`config.mk`:
```
export PLATFORM = sky130hd
export DESIGN_NAME = glyph_line_breaker_aligner
export DESIGN_NICKNAME = d
export VERILOG_FILES = /design/src/rtl/core/glba_pkg.sv /design/src/rtl/core/glba_ctrl.sv /design/src/rtl/core/glba_dp.sv /design/src/rtl/core/glyph_line_breaker_aligner.sv
export SDC_FILE = /design/constraint.sdc
export NUM_CORES = 2
export LEC_CHECK = 0
export BUFFER_PORTS_ARGS = -buffer_cell sky130_fd_sc_hd__buf_2
export CAP_MARGIN = 10
export CORE_ASPECT_RATIO = 1.5
export CORE_UTILIZATION = 36
export CTS_CLUSTER_SIZE = 28
export DETAILED_ROUTE_END_ITERATION = 6
export GPL_ROUTABILITY_DRIVEN = 0
export PLACE_DENSITY = 0.57
export SLEW_MARGIN = 20
export SYNTH_ARGS = -nofsm -noshare
export SYNTH_HDL_FRONTEND = slang
export SYNTH_HIERARCHICAL = 1
export SYNTH_SLANG_ARGS = --single-unit
```
`constraint.sdc`:
```
create_clock -name clk -period 7.75 [get_ports clk]
set_clock_uncertainty 0.15 [all_clocks]
set_input_delay 1.1625 -clock clk [delete_from_list [all_inputs] [get_ports clk]]
set_output_delay 1.1625 -clock clk [all_outputs]
set_load 0.01 [all_outputs]
```
`src/rtl/core/glba_pkg.sv`:
```
// shared widths, codes and control/status structs for the glyph line breaker
package glba_pkg;

  localparam int LINE_CAPACITY = 63;
  localparam int FILL_W        = $clog2(LINE_CAPACITY + 1);

  localparam int TAG_W  = 16;
  localparam int ADV_W  = 13;
  localparam int DIM_W  = 12;
  localparam int POS_W  = 16;
  localparam int PEN_W  = 18;
  localparam int LTO_W  = 17;
  localparam int CNT_W  = 16;
  localparam int AW_W   = 15;
  localparam int LH_W   = 12;
  localparam int ALN_W  = 2;

  localparam int CFG_IDX_W  = 3;
  localparam int CFG_DATA_W = 16;

  localparam int S_TDATA_W = 56;
  localparam int S_TUSER_W = 2;
  localparam int M_TDATA_W = 96;
  localparam int M_TUSER_W = 3;

  localparam logic [CFG_IDX_W-1:0] CFG_ORIGIN_X    = CFG_IDX_W'(0);
  localparam logic [CFG_IDX_W-1:0] CFG_ORIGIN_Y    = CFG_IDX_W'(1);
  localparam logic [CFG_IDX_W-1:0] CFG_AREA_WIDTH  = CFG_IDX_W'(2);
  localparam logic [CFG_IDX_W-1:0] CFG_LINE_HEIGHT = CFG_IDX_W'(3);
  localparam logic [CFG_IDX_W-1:0] CFG_ALIGN_MODE  = CFG_IDX_W'(4);
  localparam logic [CFG_IDX_W-1:0] CFG_BREAK_OVF   = CFG_IDX_W'(5);

  localparam logic [ALN_W-1:0] ALIGN_LEFT   = ALN_W'(0);
  localparam logic [ALN_W-1:0] ALIGN_RIGHT  = ALN_W'(1);
  localparam logic [ALN_W-1:0] ALIGN_CENTER = ALN_W'(2);

  localparam logic CMD_GLYPH  = 1'b0;
  localparam logic CMD_END    = 1'b1;
  localparam logic KIND_GLYPH = 1'b0;
  localparam logic KIND_BOX   = 1'b1;

  localparam logic [LH_W-1:0] LINE_HEIGHT_RST = LH_W'(16);

  typedef struct packed {
    logic take_in;
    logic calc_align;
    logic calc_base;
    logic rd_entry;
    logic load_glyph;
    logic load_box;
    logic glyph_last;
    logic cap_flag;
    logic close_line;
    logic next_line;
    logic clear_text;
    logic store;
  } ctrl_cmd_t;

  typedef struct packed {
    logic cmd_end;
    logic newline;
    logic overflow;
    logic full;
    logic fill_zero;
    logic idx_last;
    logic out_free;
  } dp_sts_t;

endpackage

```
`src/rtl/core/glba_ctrl.sv`:
```
// controller state machine: sequences accept, line close, emission and store
module glba_ctrl import glba_pkg::*; (
  input  logic      clk,
  input  logic      rst,
  input  logic      s_tvalid,
  output logic      s_tready,
  input  dp_sts_t   sts,
  output ctrl_cmd_t cmd
);

  typedef enum logic [3:0] {
    ST_IDLE,
    ST_DECIDE,
    ST_ALIGN,
    ST_BASE,
    ST_READ,
    ST_EMIT,
    ST_AFTER,
    ST_STORE,
    ST_BOX
  } state_t;

  state_t state, state_next;
  logic   end_mode, end_mode_next;
  logic   cap_mode, cap_mode_next;
  logic   store_after, store_after_next;

  always_ff @(posedge clk) begin
    if (rst) begin
      state       <= ST_IDLE;
      end_mode    <= 1'b0;
      cap_mode    <= 1'b0;
      store_after <= 1'b0;
    end else begin
      state       <= state_next;
      end_mode    <= end_mode_next;
      cap_mode    <= cap_mode_next;
      store_after <= store_after_next;
    end
  end

  always_comb begin
    cmd              = '0;
    state_next       = state;
    end_mode_next    = end_mode;
    cap_mode_next    = cap_mode;
    store_after_next = store_after;
    s_tready         = 1'b0;
    cmd.cap_flag     = cap_mode;
    case (state)
      ST_IDLE: begin
        s_tready    = 1'b1;
        cmd.take_in = s_tvalid;
        if (s_tvalid) begin
          state_next = ST_DECIDE;
        end
      end
      ST_DECIDE: begin
        if (sts.cmd_end) begin
          end_mode_next    = 1'b1;
          cap_mode_next    = 1'b0;
          store_after_next = 1'b0;
          state_next       = ST_ALIGN;
        end else if (sts.newline || sts.overflow) begin
          end_mode_next    = 1'b0;
          cap_mode_next    = 1'b0;
          store_after_next = !sts.newline;
          state_next       = ST_ALIGN;
        end else if (sts.full) begin
          end_mode_next    = 1'b0;
          cap_mode_next    = 1'b1;
          store_after_next = 1'b1;
          state_next       = ST_ALIGN;
        end else begin
          state_next = ST_STORE;
        end
      end
      ST_ALIGN: begin
        cmd.calc_align = 1'b1;
        state_next     = ST_BASE;
      end
      ST_BASE: begin
        cmd.calc_base = 1'b1;
        state_next    = sts.fill_zero ? ST_AFTER : ST_READ;
      end
      ST_READ: begin
        cmd.rd_entry = 1'b1;
        state_next   = ST_EMIT;
      end
      ST_EMIT: begin
        if (sts.out_free) begin
          cmd.load_glyph = 1'b1;
          cmd.glyph_last = sts.idx_last && !end_mode;
          state_next     = sts.idx_last ? ST_AFTER : ST_READ;
        end
      end
      ST_AFTER: begin
        if (end_mode) begin
          cmd.close_line = 1'b1;
          state_next     = ST_BOX;
        end else begin
          cmd.next_line = 1'b1;
          state_next    = store_after ? ST_STORE : ST_IDLE;
        end
      end
      ST_STORE: begin
        cmd.store  = 1'b1;
        state_next = ST_IDLE;
      end
      ST_BOX: begin
        if (sts.out_free) begin
          cmd.load_box   = 1'b1;
          cmd.clear_text = 1'b1;
          end_mode_next  = 1'b0;
          state_next     = ST_IDLE;
        end
      end
      default: begin
        state_next = ST_IDLE;
      end
    endcase
  end

endmodule

```
`src/rtl/core/glba_dp.sv`:
```
// datapath: config registers, pen and line state, line buffer, box and result register
module glba_dp import glba_pkg::*; (
  input  logic                  clk,
  input  logic                  rst,
  input  logic                  cfg_we,
  input  logic [CFG_IDX_W-1:0]  cfg_index,
  input  logic [CFG_DATA_W-1:0] cfg_data,
  input  logic [S_TDATA_W-1:0]  s_tdata,
  input  logic [S_TUSER_W-1:0]  s_tuser,
  output logic                  m_tvalid,
  input  logic                  m_tready,
  output logic [M_TDATA_W-1:0]  m_tdata,
  output logic [M_TUSER_W-1:0]  m_tuser,
  output logic                  m_tlast,
  input  ctrl_cmd_t             cmd,
  output dp_sts_t               sts
);

  typedef struct packed {
    logic [TAG_W-1:0]        tag;
    logic signed [PEN_W-1:0] pen;
    logic [DIM_W-1:0]        w;
    logic [DIM_W-1:0]        h;
  } slot_t;

  function automatic logic signed [POS_W-1:0] sat_pos(input logic signed [23:0] v);
    logic signed [23:0] hi;
    logic signed [23:0] lo;
    hi = 24'sd32767;
    lo = -24'sd32768;
    if (v > hi) begin
      return 16'sh7fff;
    end else if (v < lo) begin
      return 16'sh8000;
    end
    return v[POS_W-1:0];
  endfunction

  // signed halving, truncating toward zero
  function automatic logic signed [PEN_W-1:0] half_tz(input logic signed [PEN_W-1:0] x);
    logic signed [PEN_W:0] t;
    t = PEN_W'(x) + {{PEN_W{1'b0}}, x[PEN_W-1]};
    t = {x[PEN_W-1], x} + {{PEN_W{1'b0}}, x[PEN_W-1]};
    return t[PEN_W:1];
  endfunction

  // config registers
  logic signed [POS_W-1:0] origin_x;
  logic signed [POS_W-1:0] origin_y;
  logic [AW_W-1:0]         area_width;
  logic [LH_W-1:0]         line_height;
  logic [ALN_W-1:0]        align_mode;
  logic                    break_on_overflow;

  // latched request
  logic                    in_end;
  logic                    in_nl;
  logic [TAG_W-1:0]        in_tag;
  logic signed [ADV_W-1:0] in_adv;
  logic [DIM_W-1:0]        in_w;
  logic [DIM_W-1:0]        in_h;

  // text state
  logic signed [PEN_W-1:0] pen;
  logic [LTO_W-1:0]        lto;
  logic [CNT_W-1:0]        line_cnt;
  logic [FILL_W-1:0]       fill;
  logic [FILL_W-1:0]       idx;
  logic signed [POS_W-1:0] box_min_x;
  logic signed [POS_W-1:0] box_min_y;
  logic signed [PEN_W-1:0] box_max_r;
  logic signed [PEN_W-1:0] box_max_b;
  logic                    box_any;

  // line close values
  logic signed [19:0]      d_reg;
  logic signed [20:0]      base_x;
  logic signed [POS_W-1:0] py_line;

  // pending box update
  logic                    upd_valid;
  logic signed [POS_W-1:0] upd_x;
  logic signed [POS_W-1:0] upd_y;
  logic [DIM_W-1:0]        upd_w;
  logic [DIM_W-1:0]        upd_h;

  // line buffer
  slot_t mem [LINE_CAPACITY];
  slot_t rd_data;

  // result register
  logic                    out_valid;
  logic                    o_kind;
  logic [TAG_W-1:0]        o_tag;
  logic [CNT_W-1:0]        o_line;
  logic signed [POS_W-1:0] o_px;
  logic signed [POS_W-1:0] o_py;
  logic signed [POS_W-1:0] o_ew;
  logic signed [POS_W-1:0] o_eh;
  logic                    o_bv;
  logic                    o_cap;
  logic                    o_last;

  logic signed [19:0]      over_sum;
  logic signed [PEN_W-1:0] span;
  logic signed [19:0]      d_next;
  logic signed [19:0]      py_sum;
  logic signed [21:0]      px_sum;
  logic signed [POS_W-1:0] px;
  logic signed [PEN_W:0]   pen_sum;
  logic signed [PEN_W-1:0] pen_sat;
  logic [LTO_W:0]          lto_sum;
  logic signed [PEN_W-1:0] upd_r;
  logic signed [PEN_W-1:0] upd_b;
  logic signed [18:0]      box_w_sum;
  logic signed [18:0]      box_h_sum;

  assign over_sum = 20'(origin_x) + 20'(pen) + signed'(20'(in_w));
  assign span     = signed'(PEN_W'(area_width)) - PEN_W'(origin_x);

  always_comb begin
    case (align_mode)
      ALIGN_RIGHT:  d_next = 20'(span) - 20'(pen);
      ALIGN_CENTER: d_next = 20'(half_tz(span)) - 20'(half_tz(pen));
      default:      d_next = '0;
    endcase
  end

  assign py_sum  = 20'(origin_y) + signed'(20'(lto)) + signed'(20'(line_height));
  assign px_sum  = 22'(base_x) + 22'(rd_data.pen);
  assign px      = sat_pos(24'(px_sum));
  assign pen_sum = (PEN_W+1)'(pen) + (PEN_W+1)'(in_adv);
  assign lto_sum = {1'b0, lto} + (LTO_W+1)'(line_height);
  assign upd_r   = PEN_W'(upd_x) + signed'(PEN_W'(upd_w));
  assign upd_b   = PEN_W'(upd_y) + signed'(PEN_W'(upd_h));

  assign box_w_sum = 19'(box_max_r) - 19'(box_min_x);
  assign box_h_sum = 19'(box_max_b) - 19'(box_min_y);

  always_comb begin
    if (pen_sum > (PEN_W+1)'(131071)) begin
      pen_sat = 18'sh1ffff;
    end else if (pen_sum < -(PEN_W+1)'(131072)) begin
      pen_sat = 18'sh20000;
    end else begin
      pen_sat = pen_sum[PEN_W-1:0];
    end
  end

  always_ff @(posedge clk) begin
    if (rst) begin
      origin_x          <= '0;
      origin_y          <= '0;
      area_width        <= '0;
      line_height       <= LINE_HEIGHT_RST;
      align_mode        <= ALIGN_LEFT;
      break_on_overflow <= 1'b0;
    end else if (cfg_we) begin
      case (cfg_index)
        CFG_ORIGIN_X:    origin_x          <= cfg_data;
        CFG_ORIGIN_Y:    origin_y          <= cfg_data;
        CFG_AREA_WIDTH:  area_width        <= cfg_data[AW_W-1:0];
        CFG_LINE_HEIGHT: line_height       <= cfg_data[LH_W-1:0];
        CFG_ALIGN_MODE:  align_mode        <= cfg_data[ALN_W-1:0];
        CFG_BREAK_OVF:   break_on_overflow <= cfg_data[0];
        default: ;
      endcase
    end
  end

  always_ff @(posedge clk) begin
    if (cmd.take_in) begin
      in_end <= s_tuser[0];
      in_nl  <= s_tuser[1];
      in_tag <= s_tdata[15:0];
      in_adv <= s_tdata[28:16];
      in_w   <= s_tdata[40:29];
      in_h   <= s_tdata[52:41];
    end
    if (cmd.calc_align) begin
      d_reg   <= d_next;
      py_line <= sat_pos(24'(py_sum));
    end
    if (cmd.calc_base) begin
      base_x <= 21'(origin_x) + 21'(d_reg);
    end
    if (cmd.load_glyph) begin
      upd_x <= px;
      upd_y <= py_line;
      upd_w <= rd_data.w;
      upd_h <= rd_data.h;
    end
  end

  always_ff @(posedge clk) begin
    if (cmd.store) begin
      mem[fill] <= '{tag: in_tag, pen: pen, w: in_w, h: in_h};
    end
    if (cmd.rd_entry) begin
      rd_data <= mem[idx];
    end
  end

  always_ff @(posedge clk) begin
    if (rst || cmd.clear_text) begin
      pen       <= '0;
      lto       <= '0;
      line_cnt  <= '0;
      fill      <= '0;
      box_min_x <= '0;
      box_min_y <= '0;
      box_max_r <= '0;
      box_max_b <= '0;
      box_any   <= 1'b0;
      idx       <= '0;
      upd_valid <= 1'b0;
    end else begin
      upd_valid <= cmd.load_glyph;
      if (cmd.calc_base) begin
        idx <= '0;
      end else if (cmd.load_glyph) begin
        idx <= idx + FILL_W'(1);
      end
      if (cmd.close_line) begin
        fill <= '0;
      end
      if (cmd.next_line) begin
        fill <= '0;
        pen  <= '0;
        lto  <= lto_sum[LTO_W] ? '1 : lto_sum[LTO_W-1:0];
        if (line_cnt != '1) begin
          line_cnt <= line_cnt + CNT_W'(1);
        end
      end
      if (cmd.store) begin
        fill <= fill + FILL_W'(1);
        pen  <= pen_sat;
      end
      if (upd_valid) begin
        box_any <= 1'b1;
        if (!box_any || upd_x < box_min_x) begin
          box_min_x <= upd_x;
        end
        if (!box_any || upd_y < box_min_y) begin
          box_min_y <= upd_y;
        end
        if (upd_r > box_max_r) begin
          box_max_r <= upd_r;
        end
        if (upd_b > box_max_b) begin
          box_max_b <= upd_b;
        end
      end
    end
  end

  always_ff @(posedge clk) begin
    if (rst) begin
      out_valid <= 1'b0;
    end else if (cmd.load_glyph || cmd.load_box) begin
      out_valid <= 1'b1;
    end else if (m_tready) begin
      out_valid <= 1'b0;
    end
  end

  always_ff @(posedge clk) begin
    if (cmd.load_glyph) begin
      o_kind <= KIND_GLYPH;
      o_tag  <= rd_data.tag;
      o_line <= line_cnt;
      o_px   <= px;
      o_py   <= py_line;
      o_ew   <= signed'(POS_W'(rd_data.w));
      o_eh   <= signed'(POS_W'(rd_data.h));
      o_bv   <= 1'b0;
      o_cap  <= cmd.cap_flag;
      o_last <= cmd.glyph_last;
    end else if (cmd.load_box) begin
      o_kind <= KIND_BOX;
      o_tag  <= '0;
      o_line <= '0;
      o_px   <= box_any ? box_min_x : '0;
      o_py   <= box_any ? box_min_y : '0;
      o_ew   <= box_any ? sat_pos(24'(box_w_sum)) : '0;
      o_eh   <= box_any ? sat_pos(24'(box_h_sum)) : '0;
      o_bv   <= box_any;
      o_cap  <= 1'b0;
      o_last <= 1'b1;
    end
  end

  assign sts.cmd_end   = (in_end == CMD_END);
  assign sts.newline   = in_nl;
  assign sts.overflow  = break_on_overflow && (over_sum > signed'(20'(area_width)));
  assign sts.full      = (fill == FILL_W'(LINE_CAPACITY));
  assign sts.fill_zero = (fill == '0);
  assign sts.idx_last  = ((idx + FILL_W'(1)) == fill);
  assign sts.out_free  = !out_valid || m_tready;

  assign m_tvalid = out_valid;
  assign m_tdata  = {o_eh, o_ew, o_py, o_px, o_line, o_tag};
  assign m_tuser  = {o_cap, o_bv, o_kind};
  assign m_tlast  = o_last;

endmodule

```
`src/rtl/core/glyph_line_breaker_aligner.sv`:
```
// top level of the greedy line breaker with alignment and text bounding box
//
// s_* carries one request per accepted beat: a glyph cluster to place, or an end-of-text
// command. m_* carries placed glyphs and the final bounding box; m_tlast marks the last
// result caused by one request. cfg_* writes the six layout registers, one per cycle;
// the user must write them only while no request is in flight; the block does not enforce it.
//
// A glyph that closes no line passes through the decide and store states and
// produces nothing. A request that closes a line runs the decide, align and base
// states, then a read and an emit state per buffered glyph and an after state,
// plus a store state when the glyph that forced the close is then stored. Each
// glyph is read through the single registered read port of the line buffer first.
// An end command adds a box state after the line, for the box result.
//
// Reset clears the layout registers to their defaults and the text state; the
// line buffer needs no clearing since only entries below the fill count are read.
// When the receiver stalls, the result register holds and the emission loop
// waits; a new request can be accepted while the final result still waits.
module glyph_line_breaker_aligner import glba_pkg::*; (
  input  logic                  clk,
  input  logic                  rst,
  input  logic                  cfg_we,
  input  logic [CFG_IDX_W-1:0]  cfg_index,
  input  logic [CFG_DATA_W-1:0] cfg_data,
  input  logic                  s_tvalid,
  output logic                  s_tready,
  input  logic [S_TDATA_W-1:0]  s_tdata,  // glyph_tag, advance_x, glyph_width, glyph_height
  input  logic [S_TUSER_W-1:0]  s_tuser,  // command, is_newline
  output logic                  m_tvalid,
  input  logic                  m_tready,
  output logic [M_TDATA_W-1:0]  m_tdata,  // out_tag, line_index, pos_x, pos_y, extent_w, extent_h
  output logic [M_TUSER_W-1:0]  m_tuser,  // result_kind, bounds_valid, capacity_break
  output logic                  m_tlast
);

  ctrl_cmd_t cmd;
  dp_sts_t   sts;

  glba_ctrl u_ctrl (
    .clk      (clk),
    .rst      (rst),
    .s_tvalid (s_tvalid),
    .s_tready (s_tready),
    .sts      (sts),
    .cmd      (cmd)
  );

  glba_dp u_dp (
    .clk       (clk),
    .rst       (rst),
    .cfg_we    (cfg_we),
    .cfg_index (cfg_index),
    .cfg_data  (cfg_data),
    .s_tdata   (s_tdata),
    .s_tuser   (s_tuser),
    .m_tvalid  (m_tvalid),
    .m_tready  (m_tready),
    .m_tdata   (m_tdata),
    .m_tuser   (m_tuser),
    .m_tlast   (m_tlast),
    .cmd       (cmd),
    .sts       (sts)
  );

endmodule

```
# Word level (Yosys, flattened, before mapping)

Memory sizes are Yosys's and may differ from the RTL's. A register that Yosys moved wholly into a read port is not among the register bits.
Index checks and enable logic that the tools add are counted.

Memories kept: 1
Bits in registers: 469
Output and inout bits: 102
Bits in writable memories: 3654
Input port bits: 82

Add/sub/neg operators: 20
Mux-type cells: 92
Reduce and logical (&&, ||, !) cells: 36
$lt $le $gt $ge: 15
Eq/ne operators: 22

Memories:

| name     | depth | bits a word | read ports | clocked after memory_dff | write ports | line          | RTL |
|---|---|---|---|---|---|---|---|
| u_dp.mem | 63    | 58          | 1          | 1                        | 1           | glba_dp.sv:88 | `slot_t mem [LINE_CAPACITY];` |

Operators with widths:

| operator               | number |
|---|---|
| $mux W16               | 23 |
| $mux W18               | 4 |
| $mux W12               | 4 |
| $mux W1                | 43 |
| $pmux W20 S2           | 1 |
| $add A16 B18 Y19       | 2 |
| $gt A19 B16 Y1 const B | 2 |
| $lt A19 B16 Y1 const B | 2 |
| $sub A17 B16 Y18       | 2 |
| $add A16 B13 Y17       | 2 |
| $gt A17 B17 Y1         | 2 |
| $lt A16 B16 Y1         | 2 |
| $pmux W4 S8            | 1 |
| $reduce_and A2 Y1      | 12 |
| $add A21 B18 Y22       | 1 |
| $gt A22 B16 Y1 const B | 1 |
| $lt A22 B16 Y1 const B | 1 |
| $add A16 B20 Y21       | 1 |
| $add A19 B13 Y20       | 1 |
| $add A20 B13 Y20       | 1 |
| $gt A20 B16 Y1         | 1 |
| $gt A20 B16 Y1 const B | 1 |
| $lt A20 B16 Y1 const B | 1 |
| $mux W4                | 5 |
| other kinds (40)       | 69 |

# Logic depth before layout (Yosys ltp)

Depth after elaboration: 10
Depth in mapped cells: 24

# By module

The synthesis kept the hierarchy.

Modules (own cells, without submodules):

| module    | instances | cells each | seq. area each (µm²) | area each (µm²) |
|---|---|---|---|---|
| glba_dp   | 1         | 8545       | 123268.2             | 169812.9 |
| glba_ctrl | 1         | 68         | 140.1                | 535.5 |

# Worst setup path after synthesis

No wires, ideal clock.

Path type: input to register
From: in m_tready
To: reg u_dp.o_last, in the netlist u_dp/m_tlast, enable pin
Cell stages on the path: 6
Buffers on the path: 1
Arrival: 7.738 ns
Setup slack: -0.581 ns
Cell sequence: nand2b_1 -> nand2b_1 -> nor3_1 -> clkbuf_1 -> nor2_1 -> inv_1

RTL lines:

| item                 | line                             | RTL |
|---|---|---|
| start, declared      | glyph_line_breaker_aligner.sv:30 | `input logic m_tready,` |
| end signal, assigned | glba_dp.sv:278                   | `o_last <= cmd.glyph_last;` |
| end, declared        | glba_dp.sv:102                   | `logic o_last;` |

# Worst setup path after layout

From: reg u_dp.area_width[0]
To: reg u_dp.d_reg[17] (data pin)

Longest elaborated chain between the ends: 4
Elaborated cells between the ends (all ways): 5

RTL lines:

| item                      | line           | RTL |
|---|---|---|
| start, declared           | glba_dp.sv:50  | `logic [AW_W-1:0] area_width;` |
| start signal, assigned    | glba_dp.sv:162 | `CFG_AREA_WIDTH: area_width <= cfg_data[AW_W-1:0];` |
| $sub A16 B16 Y17 *        | glba_dp.sv:119 | `assign span = signed'(PEN_W'(area_width)) - PEN_W'(origin_x);` |
| $add A17 B2 Y18           | glba_dp.sv:43  | `t = {x[PEN_W-1], x} + {{PEN_W{1'b0}}, x[PEN_W-1]};` |
| $sub A18 B18 Y19          | glba_dp.sv:124 | `ALIGN_CENTER: d_next = 20'(half_tz(span)) - 20'(half_tz(pen));` |
| $pmux W20 S2 *            | glba_dp.sv:122 | `case (align_mode)` |
| named net u_dp.d_next[17] | glba_dp.sv:106 | `logic signed [19:0] d_next;` |
| end signal, assigned      | glba_dp.sv:181 | `d_reg <= d_next;` |
| end, declared             | glba_dp.sv:76  | `logic signed [19:0] d_reg;` |

Mark *: on every way through the listed nets, which the timed path passes. The rest lies on a longest branch.
A chain may end at the register's enable or synchronous reset.

==> flow_summary_export.csv <==
group,metric,value,unit
routing,totalWireLength,490,mm
timing,rsz0062_at_grt,"false",
synthesis,yosysSeqAreaShare,72.4,%
critical_path,cp_max_fo,6,
critical_path,critical_path_required,8300,ps
clock_tree,cts-buffers-inserted,385,
global_route,gr-usage-all-layers,20.4,%
cells_and_area,area_delta_synth_final,13.5,%
power_and_ir_drop,intPower,37500,uW
power_and_ir_drop,pwr-share-seq,52.7,%
synthesis,synthSimpleGateAreaFrac,2.94,%
clock_tree,htree_levels,5,
clock_tree,root_buffer,"clkbuf_16",
power_and_ir_drop,power.switching,10900,uW
synthesis,synth_top_family_by_area,"multiplexers",
synthesis,synth-xor-area-share,1.16,%
placement,dp_hpwl,276,mm
power_and_ir_drop,pwr-share-clk,40.5,%
timing,clock.fmax,0.155,GHz
critical_path,crit_family,"compound AO/OA/AOI/OAI gates",
routing,drc,0,
critical_path,worstPathArrival,6980,ps
cells_and_area,largest-register,"u_dp/mem",
global_route,grt_pass1_vias,90471,
floorplan,die_h,844,um
critical_path,end_kind,"flop",
min_path,min_delay_path_depth,1,
floorplan,die_w,564,um
synthesis,syn-num-nets,9045,
floorplan,core,472000,um^2
clock_tree,cts_resized,0,
global_route,grt_start_max_net_pins,135,
routing,first_pass_iters,7,
routing,vias,87916,
timing,fin_crit_sh,83.0,%
timing,setup_violations,0,
critical_path,crit_slowest_cell,"o311ai_0",
synthesis,ys_async_sr_fraction,0,%
min_path,min_from,"s_tdata[42]",
timing,tns,0,ps
timing,finalHoldViolations,0,
routing,postRouteAntennaNets,0,
synthesis,yosysUniqueCellTypes,89,
critical_path,reg2reg_depth,25,
power_and_ir_drop,power_frac_comb,6.8,%
clock_tree,cts_hold_buf,0,
floorplan,start_util,36.1,%
cells_and_area,fin_cells,15575,
routing,vias_per_cell,5.64,
synthesis,synth_warnings,6,
synthesis,yosysTopAreaCell,"edfxtp_1",
critical_path,cp-endpoint,"u_dp/d_reg[17]",
timing,slew_violations,0,
synthesis,synth_compound_area_share,3.27,%
placement,placed_area,180000,um^2
min_path,hold_class,"primary input to flop",
cells_and_area,nFillCells,41370,
power_and_ir_drop,power.density,250,nW/um^2
critical_path,path_class,"flop to flop",
critical_path,r2r_setup_slack,1310,ps
routing,routedWlPerCell,31.5,um
floorplan,pin_count,184,
critical_path,cp.depth,25,
clock_tree,cts_buffer_depth,4,
synthesis,synthMuxAreaShare,16.1,%
synthesis,yosys.cell_count.top_type,"edfxtp_1",
synthesis,synthTopCellsByArea,"edfxtp_1 (70%), mux4_2 (15%), dfxtp_1 (2.5%)",
synthesis,synth_adder_area_share,2.75,%
placement,numPlacedInstances,14866,
cells_and_area,final_cell_area,193000,um^2
timing,min_period,6440,ps
cells_and_area,largest_reg_flops,3654,
power_and_ir_drop,leakagePower,0.0577,uW
clock_tree,cts_tree,"built",
synthesis,netlist_area,170000,um^2
clock_tree,clkTransAtPathRegs,70,ps
timing,slew_headroom,23.7,%
clock_tree,post_cts_buffers,0,
floorplan,num_rows,309,
synthesis,synth-edff-count,3969,
routing,detail_route.iter0.violations,9730,
cells_and_area,reg.largest.list,"u_dp/mem: 3654 flops, u_dp/rd_data: 58 flops, u_dp/base_x: 21 flops",
synthesis,yosys.area.top_type_share,70.0,%
critical_path,r2r-end,"u_dp/d_reg[17]",
critical_path,cp.buffers_inverters,3,
cells_and_area,drive_above_1_share,24.6,%
synthesis,ys_top_cells_by_count,"edfxtp_1 (3969), mux4_2 (1160), nand2_1 (347), nor2_1 (323), ha_1 (313)",
synthesis,synth.avg_cell_area,19.8,um^2
synthesis,synth_ff_type,"edfxtp_1",
clock_tree,cts_num_sinks,4180,
floorplan,die-area,476000,um^2
global_route,antenna_found_initial,43,
flow_run,drv_cap,0,
critical_path,slowest_delay,560,ps
synthesis,synthCells,8613,
synthesis,ys_ff_latch,4180,
power_and_ir_drop,power_switching_share,22.5,%
timing,tightestPinTransition,1140,ps
critical_path,critPathLaunchType,"flop",
cells_and_area,nets,9465,
power_and_ir_drop,peakVddDrop,0.181,mV
clock_tree,clock_latency,970,ps
run_status,status,"finished, final reports clean",
global_route,grt_overflow,0,
critical_path,r2r-start,"u_dp/area_width[0]",
global_route,grt_pass1_wl,685,mm
critical_path,startpoint,"u_dp/area_width[0]",
placement,io_buffers,180,
-- metrics by stage --
step / total power [uW] / worst slack (ps) / hold slack (ps) / util, %
floorplan: 28200 / 1180 / 277 / -
global placement: 29200 / 1670 / 294 / 38.3
detailed placement: 29300 / 1620 / 286 / 38.3
CTS: 48800 / 1580 / 161 / 41.0
global route: 49800 / 967 / 196 / 41.0
finish: 48400 / 1310 / 235 / 41.0
-- worst register-to-register path, stage by stage, from the launching register on --
cell	delay (ps)
dfxtp_1	360
inv_1	50
ha_1	200
fa_1	470
nor2b_1	140
o21ai_0	110
a21oi_1	340
o22a_1	310
a21boi_0	130
o21ai_0	170
buf_4	190
nor2_1	60
ha_1	270
xnor2_1	280
inv_1	80
ha_1	280
nor2b_1	140
o21ai_0	260
a21boi_0	240
o31a_1	330
o311ai_0	560
a21boi_0	330
a41oi_1	360
a21oi_1	130
xnor2_1	150
o22ai_1	80
-- layout make-up --
cell class              count  area, um^2  share of cell area [%]
flip-flops and latches   4180      123000                    63.9
clock inverters           250        2790                    1.44
repair buffers            423        3290                    1.70
diodes                     14        35.0                  0.0181
well taps                6220        7780                    4.03
multi-input cells        3833       45200                    23.4
clock buffers             445        9950                    5.15
inverters                 210         793                   0.410
-- layout by cell type, fill, tap and decap left out, types with 18 or more instances in the layout --
| master | netlist | final |
|---|---|---|
| a211oi_1 | 32 | 32 |
| a31oi_1 | 26 | 24 |
| mux2i_1 | 125 | 125 |
| and3_1 | 25 | 25 |
| a22o_1 | 29 | 29 |
| a21oi_1 | 268 | 268 |
| nand3_1 | 65 | 65 |
| nand2_1 | 347 | 347 |
| o21ai_1 | 23 | 23 |
| a21o_1 | 63 | 63 |
| dfxtp_2 | 0 | 18 |
| buf_4 | 8 | 198 |
| buf_12 | 0 | 45 |
| nand4_1 | 25 | 25 |
| clkbuf_1 | 283 | 55 |
| or3_1 | 28 | 28 |
| clkbuf_16 | 0 | 389 |
| nor3_1 | 63 | 56 |
| nand2b_1 | 47 | 47 |
| a21boi_0 | 21 | 21 |
| clkinv_2 | 0 | 74 |
| xnor2_1 | 147 | 147 |
| xor2_1 | 79 | 79 |
| nor2_1 | 323 | 261 |
| a22oi_1 | 24 | 24 |
| dfxtp_1 | 211 | 187 |
| and2_1 | 52 | 51 |
| o21a_1 | 44 | 44 |
| clkinv_1 | 0 | 61 |
| nor2_4 | 0 | 61 |
| buf_2 | 20 | 180 |
| fa_1 | 37 | 37 |
| o21ai_0 | 222 | 222 |
| bufinv_16 | 0 | 53 |
| inv_1 | 210 | 209 |
| ha_1 | 313 | 313 |
| nor2b_1 | 46 | 45 |
| clkinvlp_4 | 0 | 24 |
| mux4_2 | 1160 | 1160 |
| edfxtp_1 | 3969 | 3969 |
-- power groups by stage --
| stage | clock network, uW | logic, uW | registers, uW |
|---|---|---|---|
| 6_report | 19600 | 3290 | 25500 |
| 3_3_place_gp | 0 | 3170 | 26000 |
| 4_1_cts | 20000 | 3310 | 25500 |
| 3_5_place_dp | 0 | 3300 | 26000 |
| 2_1_floorplan | 0 | 1880 | 26300 |
| 5_1_grt | 20700 | 3600 | 25500 |
-- how the worst min path moves through the flow --
stage,endpoint,slack [ps]
2_1_floorplan,u_dp/upd_w[0],280
3_3_place_gp,u_dp/upd_w[0],290
3_5_place_dp,u_dp/upd_w[5],290
4_1_cts,u_dp/in_h[1],160
5_1_grt,u_dp/in_h[1],200
6_report,u_dp/in_h[1],240
-- metal layers --
layer / global-route usage (%) / wire length (um) / vias up
met5: 0 / 67 / -
met3: 2.79 / 31300 / 907
met2: 36.5 / 256000 / 3510
met4: 8.30 / 22000 / 10
li1: - / - / 36043
met1: 24.6 / 181000 / 47446
-- kinds of logic (layout without fill, tap and decap cells) --
kind of cell	after synthesis	in the layout
simple gates	1079	1079
other cells	0	14
xor+xnor	226	226
compound gates	891	891
buf+inv	600	1328
mux	1285	1285
fa+ha+maj	352	352
flops	4180	4180
No activity file was read; power rests on OpenSTA's default activity.
